<file path="src/sv/bgi_pkg.sv">
// Shared types, constants and helper functions of the bilinear grid interpolator.
// Used by every module of the block except bgi_ram; depends on nothing else.
package bgi_pkg;

    localparam int DATA_W     = 32;
    localparam int FRAC_W     = 16;
    localparam int NUM_W      = DATA_W + FRAC_W;
    localparam int AXIS_DEPTH = 64;
    localparam int IDX_W      = $clog2(AXIS_DEPTH);
    localparam int TBL_DEPTH  = AXIS_DEPTH * AXIS_DEPTH;
    localparam int POINT_W    = 7;
    localparam int MIN_POINTS = 2;
    localparam int DIV_CNT_W  = $clog2(NUM_W);
    localparam int PROD_W     = 2 * DATA_W;
    localparam int ACC_W      = PROD_W + 1;
    localparam int FETCH_LAST = 4;
    localparam int MUL_LAST   = 11;

    localparam logic [1:0] MODE_HEAD  = 2'd0;
    localparam logic [1:0] MODE_POWER = 2'd1;
    localparam logic [1:0] MODE_TABLE = 2'd2;
    localparam logic [1:0] MODE_QUERY = 2'd3;

    localparam logic CFG_HEAD_POINTS  = 1'b0;
    localparam logic CFG_POWER_POINTS = 1'b1;

    localparam logic SRCH_POWER = 1'b0;
    localparam logic SRCH_HEAD  = 1'b1;

    localparam logic [1:0] DIV_WB_HEAD  = 2'd0;
    localparam logic [1:0] DIV_WA_HEAD  = 2'd1;
    localparam logic [1:0] DIV_WB_POWER = 2'd2;
    localparam logic [1:0] DIV_WA_POWER = 2'd3;

    localparam logic [1:0] CMB_F1  = 2'd0;
    localparam logic [1:0] CMB_F2  = 2'd1;
    localparam logic [1:0] CMB_RES = 2'd2;

    typedef struct packed {
        logic [1:0]               mode;
        logic [IDX_W-1:0]         row;
        logic [IDX_W-1:0]         col;
        logic signed [DATA_W-1:0] load_value;
        logic signed [DATA_W-1:0] query_head;
        logic signed [DATA_W-1:0] query_power;
        logic                     batch_start;
    } in_item_t;

    typedef struct packed {
        logic signed [DATA_W-1:0] interpolated;
        logic                     is_query;
        logic                     degenerate;
        logic                     clamped;
    } out_item_t;

    typedef struct packed {
        logic       take;
        logic       start;
        logic       srch_cmp;
        logic       srch_sel;
        logic       fetch_en;
        logic [2:0] fetch_k;
        logic       div_start;
        logic [1:0] div_sel;
        logic       mul_en;
        logic [1:0] mul_cmb;
        logic [1:0] mul_step;
        logic       out_load;
    } bgi_cmd_t;

    typedef struct packed {
        logic is_query;
        logic srch_more;
        logic degenerate;
        logic div_done;
        logic out_free;
    } bgi_status_t;

    // Last interval index for a point count, with the count forced into range.
    function automatic logic [IDX_W-1:0] points_limit(input logic [POINT_W-1:0] n);
        logic [IDX_W-1:0] lim;
        if (n < POINT_W'(MIN_POINTS)) begin
            lim = '0;
        end else if (n > POINT_W'(AXIS_DEPTH)) begin
            lim = IDX_W'(AXIS_DEPTH - MIN_POINTS);
        end else begin
            lim = IDX_W'(n - POINT_W'(MIN_POINTS));
        end
        return lim;
    endfunction

    // Magnitude of a 33-bit difference of two 32-bit values; always fits 32 bits.
    function automatic logic [DATA_W-1:0] mag33(input logic signed [DATA_W:0] v);
        logic [DATA_W:0] t;
        t = v[DATA_W] ? -v : v;
        return t[DATA_W-1:0];
    endfunction

    // Divide a sum of products by 2^16 toward zero and saturate to 32 bits.
    function automatic logic signed [DATA_W-1:0] scale_sat(input logic signed [ACC_W-1:0] s);
        logic signed [ACC_W-1:0] adj;
        logic signed [ACC_W-1:0] sh;
        logic signed [DATA_W-1:0] r;
        adj = s[ACC_W-1] ? s + ACC_W'((1 << FRAC_W) - 1) : s;
        sh  = adj >>> FRAC_W;
        if (sh > $signed({{(ACC_W-DATA_W+1){1'b0}}, {(DATA_W-1){1'b1}}})) begin
            r = {1'b0, {(DATA_W-1){1'b1}}};
        end else if (sh < $signed({{(ACC_W-DATA_W+1){1'b1}}, {(DATA_W-1){1'b0}}})) begin
            r = {1'b1, {(DATA_W-1){1'b0}}};
        end else begin
            r = sh[DATA_W-1:0];
        end
        return r;
    endfunction

endpackage

</file>
<file path="src/sv/bgi_ctrl.sv">
// Controller state machine that sequences loads, searches, fetches, divisions and products.
// Depends on bgi_pkg.
module bgi_ctrl (
    input  logic                  aclk,
    input  logic                  aresetn,
    input  logic                  s_valid,
    input  bgi_pkg::bgi_status_t  status,
    output bgi_pkg::bgi_cmd_t     cmd
);
    import bgi_pkg::*;

    typedef enum logic [3:0] {
        ST_IDLE,
        ST_START,
        ST_PRD,
        ST_PCMP,
        ST_HRD,
        ST_HCMP,
        ST_FETCH,
        ST_DIV,
        ST_DIVW,
        ST_MUL,
        ST_OUT
    } state_t;

    state_t     state_reg;
    logic [2:0] k_reg;
    logic [1:0] dsel_reg;
    logic [3:0] mcnt_reg;

    always_ff @(posedge aclk) begin
        if (!aresetn) begin
            state_reg <= ST_IDLE;
            k_reg     <= '0;
            dsel_reg  <= '0;
            mcnt_reg  <= '0;
        end else begin
            case (state_reg)
                ST_IDLE: begin
                    if (s_valid) begin
                        state_reg <= ST_START;
                    end
                end
                ST_START: state_reg <= status.is_query ? ST_PRD : ST_OUT;
                ST_PRD:   state_reg <= ST_PCMP;
                ST_PCMP:  state_reg <= status.srch_more ? ST_PRD : ST_HRD;
                ST_HRD:   state_reg <= ST_HCMP;
                ST_HCMP: begin
                    k_reg     <= '0;
                    state_reg <= status.srch_more ? ST_HRD : ST_FETCH;
                end
                ST_FETCH: begin
                    k_reg <= k_reg + 1'b1;
                    if (k_reg == 3'(FETCH_LAST)) begin
                        dsel_reg  <= DIV_WB_HEAD;
                        state_reg <= status.degenerate ? ST_OUT : ST_DIV;
                    end
                end
                ST_DIV: state_reg <= ST_DIVW;
                ST_DIVW: begin
                    if (status.div_done) begin
                        mcnt_reg <= '0;
                        if (dsel_reg == DIV_WA_POWER) begin
                            state_reg <= ST_MUL;
                        end else begin
                            dsel_reg  <= dsel_reg + 1'b1;
                            state_reg <= ST_DIV;
                        end
                    end
                end
                ST_MUL: begin
                    mcnt_reg <= mcnt_reg + 1'b1;
                    if (mcnt_reg == 4'(MUL_LAST)) begin
                        state_reg <= ST_OUT;
                    end
                end
                ST_OUT: begin
                    if (status.out_free) begin
                        state_reg <= ST_IDLE;
                    end
                end
                default: state_reg <= ST_IDLE;
            endcase
        end
    end

    always_comb begin
        cmd           = '0;
        cmd.take      = state_reg == ST_IDLE;
        cmd.start     = state_reg == ST_START;
        cmd.srch_cmp  = state_reg == ST_PCMP || state_reg == ST_HCMP;
        cmd.srch_sel  = (state_reg == ST_HCMP) ? SRCH_HEAD : SRCH_POWER;
        cmd.fetch_en  = state_reg == ST_FETCH;
        cmd.fetch_k   = k_reg;
        cmd.div_start = state_reg == ST_DIV;
        cmd.div_sel   = dsel_reg;
        cmd.mul_en    = state_reg == ST_MUL;
        cmd.mul_cmb   = mcnt_reg[3:2];
        cmd.mul_step  = mcnt_reg[1:0];
        cmd.out_load  = state_reg == ST_OUT && status.out_free;
    end

endmodule

</file>
<file path="config.mk">
export PLATFORM = sky130hd
export DESIGN_NAME = bgi_ctrl
export DESIGN_NICKNAME = d
export VERILOG_FILES = /design/src/sv/bgi_pkg.sv /design/src/sv/bgi_ctrl.sv
export SDC_FILE = /design/constraint.sdc
export NUM_CORES = 1
export LEC_CHECK = 0
export ABC_AREA = 1
export ABC_CLOCK_PERIOD_IN_PS = 1400
export CORE_MARGIN = 2
export CORE_UTILIZATION = 25
export CTS_BUF_LIST = sky130_fd_sc_hd__clkbuf_8
export CTS_CLUSTER_DIAMETER = 50
export DETAILED_ROUTE_END_ITERATION = 8
export DONT_BUFFER_PORTS = 1
export SYNTH_ARGS = -nofsm -noshare
export SYNTH_HDL_FRONTEND = slang
export SYNTH_SLANG_ARGS = --single-unit
</file>
<file path="constraint.sdc">
create_clock -name aclk -period 1.4 [get_ports aclk]
set_input_delay 0 -clock aclk [delete_from_list [all_inputs] [get_ports aclk]]
set_output_delay 0 -clock aclk [all_outputs]
set_load 0.1 [all_outputs]
</file>
==> impl_metrics.tcl <==
set metrics [dict create \
    outcome "finished, final reports clean" \
    path_buf_inv 4 \
    finalSetupViolCount 0 \
    die-area_um2 4210 \
    cpMostUsedCell "sky130_fd_sc_hd__buf_12" \
    grt_antenna_before_repair 1 \
    netlist.top_cell.by_area "sky130_fd_sc_hd__dfxtp_1" \
    routed_wire_length_per_instance_um 11.3 \
    final_net_count 184 \
    dpl-instance-area_um2 1330 \
    layout.filler_cells 379 \
    class_of_the_most_critical_setup_path "reg2out" \
    synth_edf_count 0 \
    power.static_leakage_nw 0.613 \
    syn_nets 155 \
    drc 0 \
    timing.fmax_ghz 0.741 \
    largest_net_degree_at_the_start_of_global_routing 11 \
    synth_area_per_cell_um2 6.48 \
    grt_pass1_vias 935 \
    antenna_violating_nets_post_route 0 \
    cts.htree.levels 1 \
    finalWeightedCongestion 0.842 \
    hold_class "in2reg" \
    cp_slowest_cell "sky130_fd_sc_hd__dfxtp_2" \
    port-buffer-count 0 \
    critical_path.cell_chain "buf_12, inv_4, nand2_4, nor2_4, buf_6, buf_12" \
    grt_remaining_overflow 0 \
    hpwlAfterDp_um 1990 \
    area_taken_by_multi_input_logic_gates_um2 689 \
    drt_pre_antenna_iters 4 \
    async_sr_flop_fraction 0 \
    ys_seq_area_frac 0.281 \
    ys_seq_elements 13 \
    clk-insertion-delay-late_ns 0.24 \
    ioPinCount 25 \
    final-hold-violation-count 0 \
    sw_frac_of_total 0.527 \
    syn2layout_area_growth_pct 57.0 \
    tritoncts_num_sinks 13 \
    cts_inserted_buffers 3 \
    worst-slew-pin-transition_ns 0.307 \
    vias 1005 \
    finalInstanceArea_um2 1460 \
    p_clk_frac 0.142 \
    synth.cell_area_um2 927 \
    end_kind "primary output" \
    power.share.combinational 0.637 \
    final_worst_path_period_share 0.964 \
    ys_types 24 \
    synth.top_cell.area_share 0.281 \
    synth-main-ff-cell "sky130_fd_sc_hd__dfxtp_1" \
    global_route_usage_sum 0.127 \
    first_pass_grt_wire_length_um 4160 \
    dieWidth_um 64.9 \
    clkTransAtPathRegs_ns 0.05 \
    core_area_um2 3610 \
    utilization 0.404 \
    power.sequential.fraction 0.221 \
    timing.critical_path.slowest_cell_delay_ns 0.32 \
    worst_ir_drop_vdd_mv 0.671 \
    path_delay_family "buffers and inverters" \
    critPathLaunchType "flip-flop" \
    period_minus_slack_ns 1.35 \
    cts.root.buffer_cell "sky130_fd_sc_hd__clkbuf_8" \
    vias_per_cell 4.57 \
    arrival_ns 1.35 \
    critical_path_required_ns 1.40 \
    final_layout_size_suffix_gt1_frac 0.439 \
    starting_density 0.257 \
    yosys-top-cells-count "35 x sky130_fd_sc_hd__nand2_1, 22 x sky130_fd_sc_hd__nor2_1, 18 x sky130_fd_sc_hd__inv_1, 15 x sky130_fd_sc_hd__nand3_1, 13 x sky130_fd_sc_hd__dfxtp_1" \
    p_int_mw 1.10 \
    drv.max_cap_violation_count 0 \
    synth_most_common_cell "sky130_fd_sc_hd__nand2_1" \
    switching_power_mw 1.22 \
    synthesis.yosys.warnings 0 \
    slew_hr 0.796 \
    drt_first_iter_violations 29 \
    netlist_instances 143 \
    chipHeight_um 64.9 \
    tritoncts "built" \
    finalWirelength_um 2480 \
    placementRows 22 \
    fin_worst_skew_ns 0.00177 \
    yosys-top-cells-area "sky130_fd_sc_hd__dfxtp_1 28%, sky130_fd_sc_hd__nand2_1 14%, sky130_fd_sc_hd__nor2_1 8.9%, sky130_fd_sc_hd__nand3_1 8.1%, sky130_fd_sc_hd__inv_1 7.3%" \
    timing.critical_path.fanout_max 8 \
    power_density_nw_per_um2 1590 \
    area_taken_by_flip_flops_and_latches_um2 289 \
    maxSlewViolCount 0 \
    ctsLongestPathBuffers 2 \
]
worst register-to-register path, delay by kind of cell, from the launching register on:
| family | cells | cell delay (ns) |
|---|---|---|
| AO/OA/AOI/OAI | 2 | 0.21 |
| AND/OR/NAND/NOR | 3 | 0.38 |
| flip-flops | 1 | 0.41 |
| buffers and inverters | 2 | 0.26 |
what timing repair did:
action                                 4_1_cts  5_1_grt
resized for setup                            4       19
setup endpoints to repair                    3        9
buffers inserted                             0        2
endpoints found under the hold margin        3        0
hold buffers                                 1        0
pin swaps                                    0        6
layout make-up:
cell class	count	share of cell area
well taps	48	0.0413
repair buffers	26	0.195
diodes	1	0.00172
clock inverters	1	0.00258
clock buffers	3	0.0284
multi-input cells	108	0.474
inverters	20	0.0585
flip-flops and latches	13	0.199
layer usage:
metal	up-vias	GRT usage	wire [um]
met1	452	0.160	1100
met4	0	0.0718	72
li1	520	-	-
met3	7	0.0330	146
met2	26	0.196	1160
met5	-	0	0
per-stage QoR:
step	TNS (ns)	std cells	total power, mW	hold WS, ns	setup WS (ns)
final	0	220	2.32	0.0231	0.0505
after global routing	-0.0816	220	2.46	0.0421	-0.0412
after CTS	0	218	2.31	0.0224	0.0116
after detailed placement	0	213	1.96	0.118	0.0508
after global placement	0	213	1.96	0.117	0.0640
after floorplan	-1.88	143	1.59	0.113	-0.209
power groups by stage:
stage	Combinational [mW]	Clock [mW]	Sequential, mW
finish	1.48	0.330	0.513
global placement	1.49	0	0.469
floorplan	1.05	0	0.534
detailed placement	1.49	0	0.471
global route	1.57	0.369	0.519
CTS	1.50	0.343	0.466
cell families after synthesis:
group | count (synthesis) | synth area share
simple gates | 87 | 0.448
buf+inv | 22 | 0.107
compound gates | 15 | 0.0918
flops | 13 | 0.281
fa+ha+maj | 4 | 0.0540
xor+xnor | 2 | 0.0189
layout by cell type, fill, tap and decap left out, types with 4 or more instances in the layout:
cell type	count
sky130_fd_sc_hd__dfxtp_4	5
sky130_fd_sc_hd__nand3_1	14
sky130_fd_sc_hd__inv_1	13
sky130_fd_sc_hd__nor2_2	4
sky130_fd_sc_hd__nor2_1	14
sky130_fd_sc_hd__buf_12	6
sky130_fd_sc_hd__dfxtp_2	8
sky130_fd_sc_hd__buf_4	17
sky130_fd_sc_hd__nor2_4	8
sky130_fd_sc_hd__nand2_1	30
sky130_fd_sc_hd__nand2_4	4
sky130_fd_sc_hd__inv_2	4
sky130_fd_sc_hd__a21oi_1	9
worst paths after layout:
| path | from | end | slack (ns) | cells after the start |
|---|---|---|---|---|
| hold / removal | aresetn | mcnt_reg[1] | 0.02 | 2 |
| hold reg to reg | mcnt_reg[2] | mcnt_reg[2] | 0.50 | 2 |
| setup reg to reg | state_reg[2] | state_reg[3] | 0.07 | 7 |
| setup / recovery | state_reg[0] | cmd[12] | 0.05 | 6 |
Power figures use the tool's default switching activity.
